`config.mk`:
```
export PLATFORM = sky130hd
export DESIGN_NAME = vcm_norm
export DESIGN_NICKNAME = d
export VERILOG_FILES = /design/src/design/vcm_pkg.sv /design/src/design/vcm_norm.sv
export SDC_FILE = /design/constraint.sdc
export NUM_CORES = 1
export LEC_CHECK = 0
export BUFFER_PORTS_ARGS = -buffer_cell sky130_fd_sc_hd__buf_2
export CAP_MARGIN = 5
export CORE_MARGIN = 2
export CORE_UTILIZATION = 30
export DETAILED_ROUTE_END_ITERATION = 10
export GPL_TIMING_DRIVEN = 1
export PLACE_DENSITY = 0.54
export SKIP_LAST_GASP = 1
export SYNTH_ARGS = -nofsm -noshare
export SYNTH_HDL_FRONTEND = slang
export SYNTH_SLANG_ARGS = --single-unit
```
`constraint.sdc`:
```
create_clock -name clk -period 6.7 [get_ports clk]
set_clock_uncertainty 0.05 [all_clocks]
set_input_delay 1.34 -clock clk [delete_from_list [all_inputs] [get_ports clk]]
set_output_delay 1.34 -clock clk [all_outputs]
set_load 0.01 [all_outputs]
```
`src/design/vcm_pkg.sv`:
```
package vcm_pkg;

  localparam int FRAC_BITS = 16;

  typedef logic [FRAC_BITS-1:0] frac_t;
  typedef logic signed [18:0]   q16_t;
  typedef logic signed [15:0]   q14_t;

  typedef struct packed {
    q16_t red;
    q16_t green;
    q16_t blue;
  } rgb_q16_t;

  typedef enum logic [1:0] {
    MODE_SIMPLE_JET = 2'd0,
    MODE_MATLAB_JET = 2'd1,
    MODE_CUBEHELIX  = 2'd2,
    MODE_WHITE      = 2'd3
  } map_mode_t;

  localparam int CFG_INDEX_BITS = 2;
  localparam logic [CFG_INDEX_BITS-1:0] REG_MAP_MODE   = 2'd0;
  localparam logic [CFG_INDEX_BITS-1:0] REG_RANGE_LOW  = 2'd1;
  localparam logic [CFG_INDEX_BITS-1:0] REG_RANGE_HIGH = 2'd2;

  localparam int RANGE_HIGH_RESET = 65535;

  localparam q16_t Q16_ONE  = 19'sd65536;
  localparam q16_t Q16_HALF = 19'sd32768;

  localparam frac_t PHASE_START = 16'd10923;

  localparam q14_t COEF_RED_COS   = -16'sd2435;
  localparam q14_t COEF_RED_SIN   = 16'sd29209;
  localparam q14_t COEF_GREEN_COS = -16'sd4789;
  localparam q14_t COEF_GREEN_SIN = -16'sd14852;
  localparam q14_t COEF_BLUE_COS  = 16'sd32325;

endpackage

```
`src/design/vcm_norm.sv`:
```
module vcm_norm import vcm_pkg::*; #(
  parameter int SAMPLE_BITS = 16
) (
  input  logic                   clk,
  input  logic                   rst,
  input  logic                   en,
  input  logic                   in_valid,
  input  logic [SAMPLE_BITS-1:0] sample,
  input  logic [SAMPLE_BITS-1:0] low,
  input  logic [SAMPLE_BITS-1:0] high,
  output logic                   out_valid,
  output frac_t                  frac
);

  logic [SAMPLE_BITS-1:0] raised;
  logic [SAMPLE_BITS-1:0] clamped;
  logic [SAMPLE_BITS-1:0] clamp_value;
  logic                   clamp_nonempty;
  logic                   clamp_valid;
  logic [SAMPLE_BITS-1:0] den;

  logic [SAMPLE_BITS-1:0] rem      [FRAC_BITS+1];
  frac_t                  quo      [FRAC_BITS+1];
  logic                   nonempty [FRAC_BITS+1];
  logic                   vld      [FRAC_BITS+1];

  assign raised  = (sample < low) ? low : sample;
  assign clamped = (raised > high) ? high : raised;

  // range width; keeping high and low static while items are in flight is left to the user
  always_ff @(posedge clk) begin
    den <= high - low;
  end

  always_ff @(posedge clk) begin
    if (rst) begin
      clamp_valid <= 1'b0;
      vld[0]      <= 1'b0;
    end else if (en) begin
      clamp_valid <= in_valid;
      vld[0]      <= clamp_valid;
    end
  end

  always_ff @(posedge clk) begin
    if (en) begin
      clamp_value    <= clamped;
      clamp_nonempty <= high > low;
      rem[0]         <= clamp_value - low;
      quo[0]         <= '0;
      nonempty[0]    <= clamp_nonempty;
    end
  end

  // restoring divider, one quotient bit per stage
  for (genvar i = 0; i < FRAC_BITS; i++) begin : g_div
    logic [SAMPLE_BITS:0] shifted;
    logic [SAMPLE_BITS:0] diff;
    logic                 fits;

    assign shifted = {rem[i], 1'b0};
    assign fits    = shifted >= {1'b0, den};
    assign diff    = shifted - {1'b0, den};

    always_ff @(posedge clk) begin
      if (rst) begin
        vld[i+1] <= 1'b0;
      end else if (en) begin
        vld[i+1] <= vld[i];
      end
    end

    always_ff @(posedge clk) begin
      if (en) begin
        rem[i+1]      <= fits ? diff[SAMPLE_BITS-1:0] : shifted[SAMPLE_BITS-1:0];
        quo[i+1]      <= {quo[i][FRAC_BITS-2:0], fits};
        nonempty[i+1] <= nonempty[i];
      end
    end
  end

  assign out_valid = vld[FRAC_BITS];
  assign frac      = nonempty[FRAC_BITS] ? quo[FRAC_BITS] : '0;

endmodule

```
# Word-level counts from Yosys, hierarchy flattened
# Memory sizes are Yosys's and may differ from the RTL's.
# Index checks and enable logic that the tools add are counted.
# word_totals
memories,4
ramBits,578
in_bits,52
register_bits,34
wordCells,104
output_inout_bits,17
# memory_table
name,words,word_bits,rd,rd_clocked_by_memory_dff,write_ports,line_no,text
quo,17,16,17,0,17,vcm_norm.sv:23,frac_t quo [FRAC_BITS+1];
rem,17,16,16,0,17,vcm_norm.sv:22,logic [SAMPLE_BITS-1:0] rem [FRAC_BITS+1];
nonempty,17,1,17,0,17,vcm_norm.sv:24,logic nonempty [FRAC_BITS+1];
vld,17,1,17,0,17,vcm_norm.sv:25,logic vld [FRAC_BITS+1];
# classes
n_addsub,18
mux,42
bitwise,17
order_cmp,19
# ops
op,n
two-way mux 16 bit,19
subtractor 16 bit,18
greater-or-equal comparator 17 x 16 -> 1 bit,16
> comparator 16 bit,2
two-way mux 1 bit,23
OR 1 bit,17
less-than comparator 16 bit,1

# Logic depth before layout (Yosys ltp)
# depth
depth_word,4
mapped_depth,21

# Worst setup path after synthesis
# No wires, ideal clock.
# synth_timing
kind,input to register
startpoint,in low[5]
endpoint,reg clamp_value[10] (data pin)
setup_slack_ns,1.103
arrival_time_ns,5.287
path_buffers,3
stages,21
required_time_ns,6.390
path_cell_list,inv_1 > ha_1 > a21o_1 > a21o_1 > a21oi_1 > or2_2 > a311oi_1 > nor3_2 > buf_2 > mux2_2 > ha_1 > a21o_1 > a21oi_1 > nor2_1 > nor3_1 > o31ai_1 > a21oi_1 > a21o_1 > clkbuf_1 > buf_1 > mux2_2
# synth_between
elab_chain_cells,4
# synth_rtl
item,line_no,text
"start, declared",vcm_norm.sv:9,"input logic [SAMPLE_BITS-1:0] low,"
less-than comparator 16 bit,vcm_norm.sv:27,assign raised = (sample < low) ? low : sample;
two-way mux 16 bit *,vcm_norm.sv:27,
> comparator 16 bit,vcm_norm.sv:28,assign clamped = (raised > high) ? high : raised;
two-way mux 16 bit *,vcm_norm.sv:28,
net clamped[10],vcm_norm.sv:16,logic [SAMPLE_BITS-1:0] clamped;
"end signal, assigned",vcm_norm.sv:47,clamp_value <= clamped;
"end, declared",vcm_norm.sv:17,logic [SAMPLE_BITS-1:0] clamp_value;
# Mark *: on every way through the listed nets, which the timed path passes. The rest lies on a longest branch.
# A chain may end at the register's enable or synchronous reset.

# Final worst setup path
# layout_timing
startpoint,in low[1]
endpoint,reg clamp_value[6] (data pin)
# Same word-level chain as after synthesis.

==> qor.log <==
[run_status] run status completed
[global_route] via count of the first global-routing pass 20356
[critical_path] type of destination of the critical path flip-flop
[timing] fin worst setup slack 1.30 ns
[synthesis] count of flip-flops with a built-in enable after synthesis 443
[floorplan] effective utilization at floorplan 30.3%
[clock_tree] Clk Latency, worst-skew pair 0.66 ns
[critical_path] Crit-path slowest cell sky130_fd_sc_hd__a21o_1
[place] RePlAce Congestion 0.834
[clock_tree] number of clock sinks seen by CTS 460
[synthesis] largest area contributor in the netlist sky130_fd_sc_hd__edfxtp_1
[finish] growth of design area from synthesis to finish 12.8%
[synthesis] Async SR Flop Fraction 0%
[global_route] met1 layer usage reported by global route 18.6%
[drt] post-DR wirelength/cell 16.9 um
[drt] routed vias/inst 4.99
[drt] number of DRC markers after the initial detailed-route iteration 1374
[clock_tree] hold buffer count at cts 0
[finish] total number of nets in the final design 3255
[floorplan] number of I/O pins 69
[synthesis] synthesized flop and latch total 460
[drt] # DRC 0
[timing] headroom to the max-slew limit 22.1%
[finish] commonest cells after routing, fill and taps aside sky130_fd_sc_hd__edfxtp_1, sky130_fd_sc_hd__ha_1, sky130_fd_sc_hd__nor2_1, sky130_fd_sc_hd__nand2_1, sky130_fd_sc_hd__a21oi_1
[synthesis] Seq/Total Area, Yosys 45.0%
[place] I/O Buffers 68
[timing] Hold Vio Cnt, Final 0
[timing] clock period minus final worst setup slack 5.40 ns
[synthesis] Post-Syn Nets 3153
[synthesis] average cell area after synthesis 11.0 sq um
[critical_path] crit path launch low[1]
[synthesis] largest cells by area after synthesis sky130_fd_sc_hd__edfxtp_1, sky130_fd_sc_hd__ha_1, sky130_fd_sc_hd__mux2_2, sky130_fd_sc_hd__xnor2_1, sky130_fd_sc_hd__a21oi_1
[critical_path] kind of cell with the highest combined delay on the critical path compound AO/OA/AOI/OAI gates
[min_path] worst hold path type reg -> reg
[floorplan] full die area 104000 sq um
[clock_tree] Clock Path Buffers 3
[global_route] met3 capacity usage during global routing 1.96%
[timing] RSZ-0062 raised after global routing false
[place] detailed placement HPWL 49.6 mm
[clock_tree] clock slew at reported path FFs 0.06 ns
[finish] layout cells sized above 1 12.0%
[finish] number of diodes 0
[power_and_ir_drop] Final Power 18.5 mW
[drt] routed wire length 71.2 mm
[global_route] busiest metal layer after global routing met2
[critical_path] startpoint kind of the worst setup timing path primary input
[timing] final count of pins violating max slew 0
[synthesis] most frequently used flop master after synthesis sky130_fd_sc_hd__edfxtp_1
[synthesis] Synth warnings 0
[critical_path] signal arrival time at the worst endpoint 5.75 ns
[global_route] routing usage on met2 22.1%
[floorplan] cell row count 116
[finish] leading cell type in the layout, fill and taps excluded sky130_fd_sc_hd__edfxtp_1
[critical_path] CP required 7.05 ns
[critical_path] maximum fanout along the worst path 16
[place] worst setup timing slack at the placement stage 0.614 ns
[synthesis] Yosys cell types 82
[clock_tree] clock tree from TritonCTS done
[clock_tree] Root Driver sky130_fd_sc_hd__clkbuf_16
[power_and_ir_drop] PwrDens 542 nW/um^2
[drt] detailed-route via count 21039
[run] Max Cap Viol 0
[timing] final setup vio count 0
[clock_tree] TritonCTS buffer count 57
[power_and_ir_drop] Leakage Power 13.6 nW
[clock_tree] # resized after CTS 0
[place] placed inst area 32300 sq um
[critical_path] Crit path top cell by count sky130_fd_sc_hd__a21oi_1
[min_path] Hold Startpoint quo[9][1]
[finish] end-of-flow core utilization 34.2%
[critical_path] delay of the slowest cell on the worst path 0.60 ns
[floorplan] die width 322 um
[global_route] Overflow after GRT 0
[drt] Detail Route Antenna Nets 0
[power_and_ir_drop] worst ir drop on vdd 0.000239 V
[global_route] first-pass GRT wire length 112 mm
[synthesis] share of the synthesized area in the top cell type 43.9%
[global_route] GRT Resource Usage Total 13.6%
[timing] timing-limited maximum frequency 185 MHz
[clock_tree] buffers inserted by post-CTS timing repair 0
[synthesis] gate count after technology mapping 2767
[timing] actual transition at the worst max-transition pin 1.17 ns
[global_route] initial antenna violation count 2
[finish] area of combinational cells with multiple inputs 16000 sq um
[critical_path] critical path class in -> reg
[timing] Period Utilization, post-route 80.6%
[critical_path] origin of the critical flop-to-flop path den[1]
[critical_path] Buf+Inv Stages, Crit Path 3
[critical_path] CP cell instances buf_2, inv_1, ha_1, a21oi_1, nor2b_1, o31ai_1, a311oi_1, nor3_2, buf_4, mux2_2, ha_1, nor2b_1, o21ai_0, nand2b_1, a21oi_1, o21ai_0, a21oi_1, a21o_1, mux2_2
[synthesis] summed instance area of the synthesized netlist 30300 sq um
[timing] summed negative setup slack over all endpoints 0 ns
[finish] design area 34200 sq um
[drt] number of detailed-routing iterations run before antenna repair 5
[floorplan] vertical die dimension 322 um
[finish] Filler Cells Inserted 9978
[global_route] largest net degree at the start of global routing 131
[clock_tree] htree depth 2
[floorplan] core area 100000 sq um
[finish] Sequential cell area 13600 sq um
==> path summary, 6_finish.rpt <==
check | end | depth (start not counted) | slack (ns)
hold reg to reg | quo[10][2] | 0 | 0.35
setup / recovery | clamp_value[6] | 19 | 1.30
setup reg to reg | rem[0][19] | 12 | 2.14
hold / removal | quo[10][2] | 0 | 0.35
==> sequential cells by signal (all words and copies together) (netlist names) <==
signal	count
rem	256
quo	136
nonempty	17
vld	17
clamp_value	16
den	16
clamp_nonempty	1
clamp_valid	1
==> through the flow <==
step                hold slack, ns  cells
floorplan                    0.350   2767
global placement             0.350   4108
detailed placement           0.355   4108
CTS                          0.337   4215
global route                 0.350   4215
finish                       0.348   4215
==> synth_stat cells (13+ instances only) <==
master and count:
sky130_fd_sc_hd__a21oi_1 175, sky130_fd_sc_hd__and2_1 43, sky130_fd_sc_hd__nand3_1 39, sky130_fd_sc_hd__nand4_1 48, sky130_fd_sc_hd__mux2_1 21, sky130_fd_sc_hd__o31ai_1 27
sky130_fd_sc_hd__a211oi_1 19, sky130_fd_sc_hd__nand2_1 182, sky130_fd_sc_hd__edfxtp_1 443, sky130_fd_sc_hd__a21o_1 96, sky130_fd_sc_hd__and3_1 14, sky130_fd_sc_hd__ha_1 317
sky130_fd_sc_hd__nor3_1 53, sky130_fd_sc_hd__a21boi_0 18, sky130_fd_sc_hd__nor2b_1 56, sky130_fd_sc_hd__mux2_2 116, sky130_fd_sc_hd__xor2_1 59, sky130_fd_sc_hd__o21ai_0 153
sky130_fd_sc_hd__fa_1 17, sky130_fd_sc_hd__nor4_1 15, sky130_fd_sc_hd__o21ai_1 23, sky130_fd_sc_hd__dfxtp_1 17, sky130_fd_sc_hd__a31oi_1 35, sky130_fd_sc_hd__xnor2_1 118
sky130_fd_sc_hd__nand2b_1 46, sky130_fd_sc_hd__o21bai_1 13, sky130_fd_sc_hd__clkbuf_1 19, sky130_fd_sc_hd__buf_2 18, sky130_fd_sc_hd__inv_1 134, sky130_fd_sc_hd__o21a_1 44
sky130_fd_sc_hd__nor2_1 192, sky130_fd_sc_hd__mux2i_1 21
==> cell families after synthesis <==
group	Yosys count	synth area share, %
buffers and inverters	185	2.50
xor gates and xnor gates	177	5.11
and+or+nand+nor	729	11.8
adders and majority gates	334	14.2
DFF	460	45.0
AOI/OAI and AO/OA	717	15.3
muxes	165	6.13
==> final cells by class <==
cell class	instances	share of cell area, %
Clock inverter	35	1.25
Clock buffer	72	4.39
Timing Repair Buffer	92	1.62
Inverter	136	1.49
Tap cell	1298	4.75
Multi-Input combinational cell	2122	46.6
Sequential cell	460	39.9
==> where the power goes <==
part           switching [mW]  leakage, nW  total (mW)  internal (mW)
Combinational            5.45         8.21        10.0           4.57
Sequential              0.557         4.49        5.37           4.82
Clock                    1.29        0.921        3.16           1.87
Total                    7.30         13.6        18.5           11.2
==> metal layers <==
metal,share of wire (%),up-vias
li1,-,10681
met1,48,9895
met2,45,371
met3,4.1,92
met4,2.7,0
met5,0,-
Note: power is estimated with default switching activity, not from simulation.
