File: config.mk
export PLATFORM = sky130hd
export DESIGN_NAME = vcm_level
export DESIGN_NICKNAME = d
export VERILOG_FILES = /design/src/design/vcm_pkg.sv /design/src/design/vcm_level.sv
export SDC_FILE = /design/constraint.sdc
export NUM_CORES = 1
export LEC_CHECK = 0
export BUFFER_PORTS_ARGS = -buffer_cell sky130_fd_sc_hd__buf_4
export CORE_AREA = 2 2 202 204
export CTS_CLUSTER_DIAMETER = 50
export DETAILED_ROUTE_END_ITERATION = 16
export DIE_AREA = 0 0 204 206
export PLACE_DENSITY = 0.48
export SYNTH_ARGS = -nofsm -noshare
export SYNTH_HDL_FRONTEND = slang
export SYNTH_SLANG_ARGS = --single-unit
File: constraint.sdc
create_clock -name clk -period 6.7 [get_ports clk]
set_clock_uncertainty 0.05 [all_clocks]
set_input_delay 0.335 -clock clk [delete_from_list [all_inputs] [get_ports clk]]
set_output_delay 0.335 -clock clk [all_outputs]
set_load 0.01 [all_outputs]
File: src/design/vcm_pkg.sv
package vcm_pkg;

  localparam int FRAC_BITS = 16;

  typedef logic [FRAC_BITS-1:0] frac_t;
  typedef logic signed [18:0]   q16_t;
  typedef logic signed [15:0]   q14_t;

  typedef struct packed {
    q16_t red;
    q16_t green;
    q16_t blue;
  } rgb_q16_t;

  typedef enum logic [1:0] {
    MODE_SIMPLE_JET = 2'd0,
    MODE_MATLAB_JET = 2'd1,
    MODE_CUBEHELIX  = 2'd2,
    MODE_WHITE      = 2'd3
  } map_mode_t;

  localparam int CFG_INDEX_BITS = 2;
  localparam logic [CFG_INDEX_BITS-1:0] REG_MAP_MODE   = 2'd0;
  localparam logic [CFG_INDEX_BITS-1:0] REG_RANGE_LOW  = 2'd1;
  localparam logic [CFG_INDEX_BITS-1:0] REG_RANGE_HIGH = 2'd2;

  localparam int RANGE_HIGH_RESET = 65535;

  localparam q16_t Q16_ONE  = 19'sd65536;
  localparam q16_t Q16_HALF = 19'sd32768;

  localparam frac_t PHASE_START = 16'd10923;

  localparam q14_t COEF_RED_COS   = -16'sd2435;
  localparam q14_t COEF_RED_SIN   = 16'sd29209;
  localparam q14_t COEF_GREEN_COS = -16'sd4789;
  localparam q14_t COEF_GREEN_SIN = -16'sd14852;
  localparam q14_t COEF_BLUE_COS  = 16'sd32325;

endpackage

File: src/design/vcm_level.sv
module vcm_level import vcm_pkg::*; #(
  parameter int CHANNEL_BITS = 8
) (
  input  logic                    clk,
  input  logic                    rst,
  input  logic                    en,
  input  logic                    in_valid,
  input  rgb_q16_t                rgb,
  output logic                    out_valid,
  output logic [CHANNEL_BITS-1:0] red,
  output logic [CHANNEL_BITS-1:0] green,
  output logic [CHANNEL_BITS-1:0] blue
);

  localparam int PROD_W = 17 + CHANNEL_BITS;
  localparam logic [PROD_W-1:0] LEVEL_MAX = PROD_W'({CHANNEL_BITS{1'b1}});
  localparam logic [PROD_W-1:0] ROUND_BIT = PROD_W'(32'd32768);

  function automatic logic [16:0] clip(input q16_t x);
    if (x < 0) begin
      return '0;
    end else if (x > Q16_ONE) begin
      return Q16_ONE[16:0];
    end
    return x[16:0];
  endfunction

  function automatic logic [CHANNEL_BITS-1:0] scale(input logic [16:0] x);
    logic [PROD_W-1:0] p;
    p = PROD_W'(x) * LEVEL_MAX + ROUND_BIT;
    return p[16+CHANNEL_BITS-1:16];
  endfunction

  logic        clip_valid;
  logic [16:0] red_c, green_c, blue_c;

  always_ff @(posedge clk) begin
    if (rst) begin
      clip_valid <= 1'b0;
      out_valid  <= 1'b0;
    end else if (en) begin
      clip_valid <= in_valid;
      out_valid  <= clip_valid;
    end
  end

  always_ff @(posedge clk) begin
    if (en) begin
      red_c   <= clip(rgb.red);
      green_c <= clip(rgb.green);
      blue_c  <= clip(rgb.blue);
      red     <= scale(red_c);
      green   <= scale(green_c);
      blue    <= scale(blue_c);
    end
  end

endmodule

# Yosys cells after proc, flatten, opt, wreduce, memory -nomap -nowiden
# Cells that the tools add are included.
totals:
  register_bits: 77
  input_bits: 61
  out_inout_bits: 25
  word_cells: 38
classes:
  add_sub_neg: 3
  mul: 3
  magnitude_cmp: 6
  muxes: 18
ops:
  columns: ["operator", "count"]
  rows:
  - ["two-way mux 17 bit", 9]
  - ["adder 24 x 16 -> 24 bit (second input constant)", 3]
  - ["multiplier 17 x 8 -> 24 bit (second input constant)", 3]
  - ["> comparator 19 x 18 -> 1 bit (second input constant)", 3]
  - ["less-than comparator 19 x 1 -> 1 bit (second input constant)", 3]
  - ["two-way mux 1 bit", 9]

# Depth between registers and ports, before layout
# Gate-level depths: netlist of the first run.
logic_depth:
  word_depth: 5
  mapped_depth: 17
  mapped_depth_nobuf: 17

# Worst setup path after synthesis of the first run
# OpenSTA, ideal clock, no wires.
synth_path:
  path_kind: "register -> register"
  startpoint: "register green_c[13]"
  endpoint: "register green[7], data pin"
  setup_ns: 0.260
  arrival_time_ns: 4.153
  required_time_ns: 6.390
  slack_ns: 2.237
  path_stages_with_launch: 15
  n_path_buf: 0
  synth_period_minus_slack_ns: 4.463
  cell_sequence: "edfxtp_1 -> fa_1 -> fa_1 -> fa_1 -> inv_1 -> fa_1 -> inv_1 -> ha_1 -> and3_1 -> nand4_1 -> o31ai_4 -> a211oi_2 -> o21ai_2 -> a221oi_2 -> xnor2_1"
synth_via:
  elab_chain_len: 2
synth_rtl:
  columns: ["item", "line", "text"]
  rows:
  - ["start, declared", "vcm_level.sv:35", "logic [16:0] red_c, green_c, blue_c;"]
  - ["start signal, assigned", "vcm_level.sv:50", "green_c <= clip(rgb.green);"]
  - ["multiplier 17 x 8 -> 24 bit", "vcm_level.sv:30", "p = PROD_W'(x) * LEVEL_MAX + ROUND_BIT;"]
  - ["adder 24 x 16 -> 24 bit", "vcm_level.sv:30", null]
  - ["end signal, assigned", "vcm_level.sv:53", "green <= scale(green_c);"]
  - ["end, declared", "vcm_level.sv:11", "output logic [CHANNEL_BITS-1:0] green,"]
# Every way passes these cells.
# A chain may end at the register's enable or synchronous reset.

# Worst setup path after layout of the first run
layout_path:
  startpoint: "register red_c[3]"
  endpoint: "register red[4], data pin"
layout_via:
  elab_chain_len: 2
layout_rtl:
  columns: ["item", "line", "text"]
  rows:
  - ["start, declared", "vcm_level.sv:35", null]
  - ["start signal, assigned", "vcm_level.sv:49", "red_c <= clip(rgb.red);"]
  - ["multiplier 17 x 8 -> 24 bit", "vcm_level.sv:30", null]
  - ["adder 24 x 16 -> 24 bit", "vcm_level.sv:30", null]
  - ["end signal, assigned", "vcm_level.sv:52", "red <= scale(red_c);"]
  - ["end, declared", "vcm_level.sv:10", "output logic [CHANNEL_BITS-1:0] red,"]
# Every way passes these cells.

==> out/qor.csv, run 1 <==
metric,value,unit
outcome,completed,
pwr/cell area,487.6,nW/um^2
Crit Path Class,reg2reg,
nets,1611,
worst slew pin tran,1.122,ns
GP Congestion,0.7675,
post-synthesis instance area,11760,um^2
Std-Cell Rows,74,
crit-path cells,inv_1 > fa_1 > fa_1 > inv_1 > fa_1 > inv_1 > fa_1 > inv_1 > ha_1 > a21o_1 > a21o_1 > a21o_1 > a221oi_2 > o221ai_1 > a21oi_1 > xnor2_1,
Pre-antenna DRT Iters,4,
top layer in use,met4,
Pleak,6.703,nW
crit-path max FO,4,
clock root buffer,clkbuf_16,
Max Cap Viol,0,
setup repair bufs after CTS,0,
Total Routed Length,22120,um
port bufs,85,
Worst path slowest cell,fa_1,
clock transition at the registers of the reported paths,0.07,ns
design area,13380,um^2
largest net degree at the start of global routing,78,
Starting Density,29.28,%
Metal-1 WL,10320,um
grt ovf,0,
CTS Buffer Depth,2,
syn_nets,1517,
n_diodes,0,
initial antenna violation count,0,
global-route wire length before repair,39280,um
Vias/cell,4.139,
Num CTS Buffers,9,
# IOs,86,
first-iteration detailed-routing DRC count,216,
DP HPWL,19470,um
insertion delay to the later sink of the worst-skew pair,0.37,ns
Final Hold Fails,0,
ys async rst share,0,%
setup_tns,0,ns
Crit path required time,6.77,ns
Met3 Routed Length,433,um
Clock Sinks,77,
CTS tree,built,
antenna-violating nets left,0,
vias in the first global route,7983,
type of origin of the critical path,flop,
kind of end point of the critical path,flop,
Slew Limit Fails,0,
Layout area overhead,13.74,%
headroom to the max-slew limit,24.75,%
DP Area,13060,um^2
post-place setup slack,1.827,ns
Final Setup Violations,0,
H-Tree Depth,3,
unrepaired setup endpoints after global routing,no,
vias after detailed routing,7095,
routed length per instance,12.90,um
HP Class,in2reg,
"Seq/Total Area, Yosys",19.49,%
f_max,208.3,MHz
post-CTS sizing,0,
hold buffers post-CTS,0,
fin worst setup slack,1.898,ns
layout cell share with drive strength beyond 1,9.475,%
Max VDD drop,0.3820,mV
Synth Instances,1083,
syn avg cell area,10.86,um^2
main flop type after synthesis,edfxtp_1,
post-layout min period,4.802,ns
Tcrit/Tclk final,71.67,%
Die X,204,um
Netlist cell types,52,
yosys warns,0,
Critical Path AT,4.87,ns
Synth Register Bits,77,
total die area,42020,um^2
Global Route Usage Sum,11.93,%
Vert. Die Dim,206,um
wire length on met2,11030,um
Worst path max stage delay,0.57,ns
# DRC,0,
core area,40180,um^2
"EDFF count, synth",75,
-- registers in the layout, summed over array words and instances (netlist names) --
| register | flops |
|---|---|
| clip_valid | 1 |
| green | 8 |
| green_c | 17 |
| blue_c | 17 |
| out_valid | 1 |
| blue | 8 |
| red | 8 |
| red_c | 17 |
-- critical path: cells and delay by family (launching register included) --
kind	cells	cell delay [ns]
compound gates	6	1.34
xor+xnor	1	0.10
flops	1	0.44
buf+inv	4	0.27
fa+ha+maj	5	2.36
-- stage by stage --
| step | hold slack [ns] | total power, mW | instances | utilization, % |
|---|---|---|---|---|
| detailed placement | 0.4381 | 6.078 | 1698 | 32.51 |
| CTS | 0.03486 | 6.698 | 1714 | 33.30 |
| global route | 0.06330 | 7.463 | 1714 | 33.30 |
| finish | 0.07679 | 6.525 | 1714 | 33.30 |
| floorplan | 0.3574 | 4.859 | 1083 | - |
| global placement | 0.4299 | 6.050 | 1698 | 32.51 |
-- routing by layer --
metal / global-route usage, % / vias to the layer above
li1: - / 3513
met1: 15.69 / 3524
met2: 20.23 / 40
met3: 1.892 / 18
met4: 3.701 / 0
met5: 0 / -
-- synthesized netlist by cell type, types with 4 or more instances --
cell type,number,area share [%]
xnor2_1,22,1.6
fa_1,222,38
a31oi_1,5,0.27
a21oi_1,23,0.98
inv_1,366,12
a211oi_1,6,0.38
nor4_1,12,0.64
a21o_1,18,1.1
or3_1,4,0.21
xor2_1,11,0.82
nor2_1,18,0.57
nand4_1,8,0.43
o21ai_0,9,0.38
nand2_1,18,0.57
and2_1,52,2.8
ha_1,151,16
edfxtp_1,75,19
nand3_1,6,0.26
-- final timing paths --
check	to	slack, ns	cells after the start	from
worst max-delay path	red[4]	1.90	16	red_c[3]
worst min register to register	clip_valid	0.45	2	clip_valid
worst max register to register	red[4]	1.90	16	red_c[3]
worst min-delay path	out_valid	0.08	2	rst
-- layout by cell type (no fill, tap or decap), types with 4 or more instances in the layout --
| cell | netlist | layout |
|---|---|---|
| xnor2_1 | 22 | 22 |
| xor2_1 | 11 | 11 |
| inv_1 | 366 | 366 |
| ha_1 | 151 | 151 |
| fa_1 | 222 | 222 |
| a31oi_1 | 5 | 5 |
| clkbuf_16 | 0 | 9 |
| nand3_1 | 6 | 6 |
| buf_4 | 0 | 86 |
| edfxtp_1 | 75 | 75 |
| a211oi_1 | 6 | 6 |
| a21o_1 | 18 | 18 |
| nand4_1 | 8 | 8 |
| nand2_1 | 18 | 18 |
| nor4_1 | 12 | 12 |
| a21oi_1 | 23 | 23 |
| nor2_1 | 18 | 18 |
| and2_1 | 52 | 52 |
| or3_1 | 4 | 4 |
| o21ai_0 | 9 | 9 |
-- area by class of cell --
cell class / instances / area [um^2]
Clock buffer: 11 / 232.7
Clock inverter: 5 / 83.83
Timing Repair Buffer: 86 / 645.6
Tap cell: 532 / 665.6
Fill cell: 4159 / 26800
Sequential cell: 77 / 2292
Inverter: 366 / 1374
Multi-Input combinational cell: 637 / 8087
-- cells by family after synthesis --
| logic type | after synthesis | share of synthesized area (%) |
|---|---|---|
| xor gates and xnor gates | 33 | 2.457 |
| adders and majority gates | 373 | 53.84 |
| buffers and inverters | 369 | 11.77 |
| AOI/OAI and AO/OA | 95 | 5.839 |
| and+or+nand+nor | 133 | 6.350 |
| DFF | 77 | 19.49 |
| muxes | 3 | 0.2553 |
-- report_power, final --
| group | switching [mW] | leakage [nW] | total, mW | internal [mW] |
|---|---|---|---|---|
| Combinational | 2.78 | 5.82 | 5.07 | 2.29 |
| Clock | 0.224 | 0.146 | 0.552 | 0.328 |
| Sequential | 0.0731 | 0.738 | 0.899 | 0.826 |
Power figures use the tool's default switching activity.
==> inputs of run 2 (changes only) <==
ABC_AREA = 1   (was default)
CORE_AREA = 2 2 211 213   (was 2 2 202 204)
DIE_AREA = 0 0 213 215   (was 0 0 204 206)
clock period = 4.6 ns   (was 6.7 ns; I/O delays follow)
==> run 2 against run 1 <==
  * Utilization increased by 0.24 points
  * Final area rose by 9.4%
  * Sequential cell count unchanged
  * Count of clock-buffer cells in the layout is 2 lower
  * Hold slack worse by 0.021 ns
  * Register-to-register slack worse by 1.6 ns
  * Final cell count rose by 25%
  * First-iteration DRC count rose by 67%
  * Worst setup slack worse by 1.6 ns
  * Sequential share of layout area is 1.5 points lower
  * Synthesized cell count rose by 34%
  * Die area increased by 9.0%
  * Critical path type unchanged
  * Largest cell class unchanged
==> out/qor.csv, run 2 <==
metric,value,unit
core area,43640,um^2
Worst path slowest cell,fa_1,
type of origin of the critical path,flop,
Vias/cell,4.122,
"Seq/Total Area, Yosys",17.75,%
GR Util met2,22.81,%
Worst path max stage delay,0.69,ns
# IOs,86,
clock transition at the registers of the reported paths,0.06,ns
share of the synthesized area in the top cell type,34.41,%
dpl cells,2125,
post-layout min period,4.310,ns
Crit path buffers/inverters,3,
initial antenna violation count,0,
Global Route Usage Sum,13.15,%
n_diodes,0,
vias after detailed routing,8834,
nets,1980,
Pre-antenna DRT Iters,4,
Tcrit/Tclk final,93.69,%
Layout Cells excl Fill,2143,
CTS Buffer Depth,2,
syn_nets,1884,
family with the most delay on the worst path,adder cells,
global routing usage on met3,2.484,%
Crit Path Class,reg2reg,
global-route wire length before repair,47250,um
Die X,213,um
Clock Sinks,77,
FILL cells,4573,
Critical Path AT,4.38,ns
GP Congestion,0.8522,
Std-Cell Rows,77,
insertion delay to the later sink of the worst-skew pair,0.38,ns
HP Class,in2reg,
DP HPWL,24620,um
Crit path required time,4.67,ns
routed length per instance,12.78,um
Vert. Die Dim,215,um
most frequent cells after synthesis,"inv_1 (491), fa_1 (222), nand2_1 (178)",
clock root buffer,clkbuf_16,
outcome,completed,
Layout area overhead,13.33,%
largest net degree at the start of global routing,42,
post-synthesis instance area,12920,um^2
Final Hold Fails,0,
Largest regs,"blue_c (17), green_c (17), red_c (17)",
crit-path max FO,5,
met1 Track Usage GR,16.61,%
yosys warns,0,
most common cell in the netlist,inv_1,
Total Routed Length,27390,um
headroom to the max-slew limit,59.91,%
"EDFF count, synth",75,
crit-path cells,fa_1 > fa_1 > fa_1 > inv_1 > fa_1 > inv_1 > ha_1 > nand2_1 > nor2_2 > inv_2 > nor2_2 > nand4_1 > nand3_1 > xor2_1,
vias in the first global route,9794,
worst slew pin tran,0.6014,ns
FF-to-FF setup slack,0.29,ns
utilization after layout,33.54,%
kind of end point of the critical path,flop,
Final Setup Violations,0,
H-Tree Depth,3,
Synth Register Bits,77,
f_max,232.0,MHz
main flop type after synthesis,edfxtp_1,
ys async rst share,0,%
# DRC,0,
Netlist cell types,35,
Slew Limit Fails,0,
port bufs,85,
"area leader, netlist",fa_1,
Starting Density,29.59,%
most frequent cells in the layout,"inv_1 (490), fa_1 (222), nand2_1 (178)",
"commonest non-fill, non-tap cell in the layout",inv_1,
setup_tns,0,ns
Max Cap Viol,0,
total die area,45800,um^2
first-iteration detailed-routing DRC count,361,
Num CTS Buffers,9,
Synth area leaders,"fa_1 (34%), edfxtp_1 (17%), ha_1 (15%)",
layout cell share with drive strength beyond 1,7.930,%
Synth Instances,1450,
antenna-violating nets left,0,
grt ovf,0,
CTS tree,built,
CP most frequent cell,fa_1,
GRT busiest layer,met2,
unrepaired setup endpoints after global routing,no,
syn avg cell area,8.908,um^2
run 2: cell count changes in the layout (fill, tap and decap cells not counted), sizes merged, moves of 8 or more:
| cell | before | now |
|---|---|---|
| nand4 | 8 | 17 |
| o21bai | 2 | 12 |
| xnor2 | 22 | 9 |
| nand2 | 18 | 180 |
| a21oi | 26 | 48 |
| and2 | 52 | 0 |
| nor3 | 2 | 10 |
| nor2 | 18 | 114 |
| inv | 367 | 492 |
| nand3 | 6 | 46 |
run 2: repair_timing:
item	4_1_cts	5_1_grt
endpoints found under the setup margin	0	1
endpoints found under the hold margin	2	0
resized for setup	0	1
setup buffers	0	1
hold buffers	1	0
run 2: worst paths after layout:
| kind | startpoint | endpoint | cells after the start |
|---|---|---|---|
| worst max-delay path | green_c[13] | green[6] | 14 |
| worst min-delay path | in_valid | clip_valid | 3 |
| worst max register to register | green_c[13] | green[6] | 14 |
| worst min register to register | clip_valid | out_valid | 2 |
run 2: final cells by class:
class	instances	area (um^2)	share of cell area (%)
Timing Repair Buffer	88	663.1	4.530
Tap cell	592	740.7	5.060
Inverter	492	1847	12.62
Multi-Input combinational cell	878	8756	59.82
Clock inverter	7	113.9	0.7778
Clock buffer	9	225.2	1.539
Sequential cell	77	2292	15.66
run 2: logic make-up after synthesis:
logic type	count (synthesis)	share of synthesized area [%]
buf+inv	495	14.46
simple gates	384	12.78
fa+ha+maj	373	49.04
compound gates	99	4.485
flops	77	17.75
xor+xnor	22	1.492
run 2: stage by stage:
stage	setup slack, ns	hold slack, ns	cell area, um^2
final	0.2903	0.05577	14640
after global routing	0.009639	0.04924	14640
after CTS	0.2919	0.03234	14630
after detailed placement	0.2921	0.3480	14280
after global placement	0.3229	0.3481	14280
after floorplan	0.5582	0.2491	12920
run 2: metal layers:
| layer | share of wire, % | wire (um) |
|---|---|---|
| met4 | 2.1 | 579 |
| met2 | 48 | 13280 |
| met1 | 46 | 12680 |
| met5 | 0 | 0 |
| met3 | 3.1 | 855 |
run 2: tightest hold or removal path: stages:
cell and delay [ns]:
buf_4 0.11, nand2_1 0.04, a21oi_1 0.05
Power of run 2 is not shown: default switching activity piles up to over one toggle a cycle in this logic, so the estimate is an artifact.
==> inputs of run 3 (changes only) <==
clock period = 4.2 ns   (was 4.6 ns; I/O delays follow)
==> run 3 against run 2 <==
  * Routed wire length up 8.1%
  * Sequential cell count unchanged
  * Hold slack worse by 0.018 ns
  * Sequential share of layout area down 1.6 points
  * Utilization up 3.9 points
  * Critical path depth up 2
==> out/qor.csv, run 3 (same netlist as run 2, synthesis figures left out) <==
metric,value,unit
Starting Density,29.59,%
fin worst setup slack,0.08574,ns
Hold Startpoint,in_valid,
kind of end point of the critical path,flop,
initial antenna violation count,0,
design area,16360,um^2
# IOs,86,
CTS tree,built,
Worst path max stage delay,0.51,ns
Layout area overhead,26.66,%
Max Cap Viol,0,
routed length per instance,13.16,um
unrepaired setup endpoints after global routing,yes,
Clock Sinks,77,
Tcrit/Tclk final,97.96,%
Global Route Usage Sum,13.65,%
headroom to the max-slew limit,52.11,%
HP Class,in2reg,
Vert. Die Dim,215,um
largest net degree at the start of global routing,54,
Crit path required time,4.30,ns
total die area,45800,um^2
f_max,243.1,MHz
FF-to-FF setup slack,0.09,ns
# DRC,0,
insertion delay to the later sink of the worst-skew pair,0.38,ns
clock root buffer,clkbuf_16,
worst slew pin tran,0.7184,ns
Worst path slowest cell,fa_1,
crit-path max FO,4,
setup_tns,0,ns
Crit Path Class,reg2reg,
n_diodes,0,
outcome,completed,
nets,2087,
Final Setup Violations,0,
Worst Setup EP,red[2],
clock transition at the registers of the reported paths,0.08,ns
most frequent cells in the layout,"inv_1 (457), fa_1 (203), buf_4 (193)",
core area,43640,um^2
post-layout min period,4.114,ns
antenna-violating nets left,0,
CTS Buffer Depth,2,
Critical Path AT,4.21,ns
FILL cells,4435,
first-iteration detailed-routing DRC count,288,
CP most frequent cell,nand2_1,
post-place setup slack,-0.1377,ns
vias in the first global route,10230,
Pre-antenna DRT Iters,6,
FF-to-FF Start,red_c[2],
Crit path buffers/inverters,3,
reg-to-reg endpoint,red[2],
H-Tree Depth,3,
global-route wire length before repair,49290,um
Std-Cell Rows,77,
family with the most delay on the worst path,adder cells,
Vias/cell,4.202,
vias after detailed routing,9455,
Worst Setup SP,red_c[2],
Num CTS Buffers,9,
Die X,213,um
GP Congestion,0.8694,
Worst path depth,16,
Total Routed Length,29610,um
DP Area,14760,um^2
Worst Reg2Reg Path Length in Cells,16,
final hold slack,0.03730,ns
crit-path cells,buf_4 > fa_1 > fa_1 > fa_1 > inv_1 > fa_1 > inv_1 > ha_1 > a21oi_2 > o21ai_0 > nand2_1 > nand2_1 > o21bai_1 > nand2_1 > nand2_1 > nand2_1,
Final Hold Fails,0,
DP HPWL,25290,um
"commonest non-fill, non-tap cell in the layout",inv_1,
layout cell share with drive strength beyond 1,25.21,%
port bufs,85,
type of origin of the critical path,flop,
hold path depth,3,
grt ovf,0,
Slew Limit Fails,0,
Largest regs,"blue_c (17), green_c (17), red_c (17)",
[run 3: through the flow]
stage | util [%] | std cells
floorplan | - | 1450
global placement | 33.82 | 2189
detailed placement | 33.82 | 2189
CTS | 34.97 | 2219
global route | 37.48 | 2250
finish | 37.48 | 2250
[run 3: worst min-delay path by stage]
stage / end / slack (ns)
after CTS: clip_valid / 0.02
after floorplan: clip_valid / 0.23
after detailed placement: clip_valid / 0.33
after global routing: clip_valid / 0.04
final: clip_valid / 0.04
after global placement: out_valid / 0.33
[run 3: routing by layer]
metal,wire [um],GRT usage (%)
met5,0,0
met3,612,1.929
met2,14710,23.54
met4,828,4.545
met1,13450,17.46
[run 3: repair_timing]
| action | 4_1_cts | 5_1_grt |
|---|---|---|
| hold buffers | 1 | 0 |
| pin swaps | 2 | 58 |
| gates resized for setup | 8 | 213 |
| setup endpoints to repair | 10 | 24 |
| hold endpoints to repair | 2 | 0 |
| setup buffers | 13 | 31 |
[run 3: area by class of cell]
cell class	count	area (um^2)	area share, %
Multi-Input combinational cell	878	9647	58.97
Inverter	492	1849	11.30
Sequential cell	77	2292	14.01
Clock buffer	13	270.3	1.652
Clock inverter	3	90.09	0.5507
Timing Repair Buffer	195	1470	8.987
Tap cell	592	740.7	4.528
[run 3: worst register-to-register path: stages (launching register included)]
cell,delay (ns)
edfxtp_1,0.44
buf_4,0.18
fa_1,0.51
fa_1,0.51
fa_1,0.49
inv_1,0.05
fa_1,0.47
inv_1,0.04
ha_1,0.32
a21oi_2,0.19
o21ai_0,0.10
nand2_1,0.07
nand2_1,0.07
o21bai_1,0.22
nand2_1,0.08
nand2_1,0.06
nand2_1,0.04
Power of run 3 is left out for the same reason.
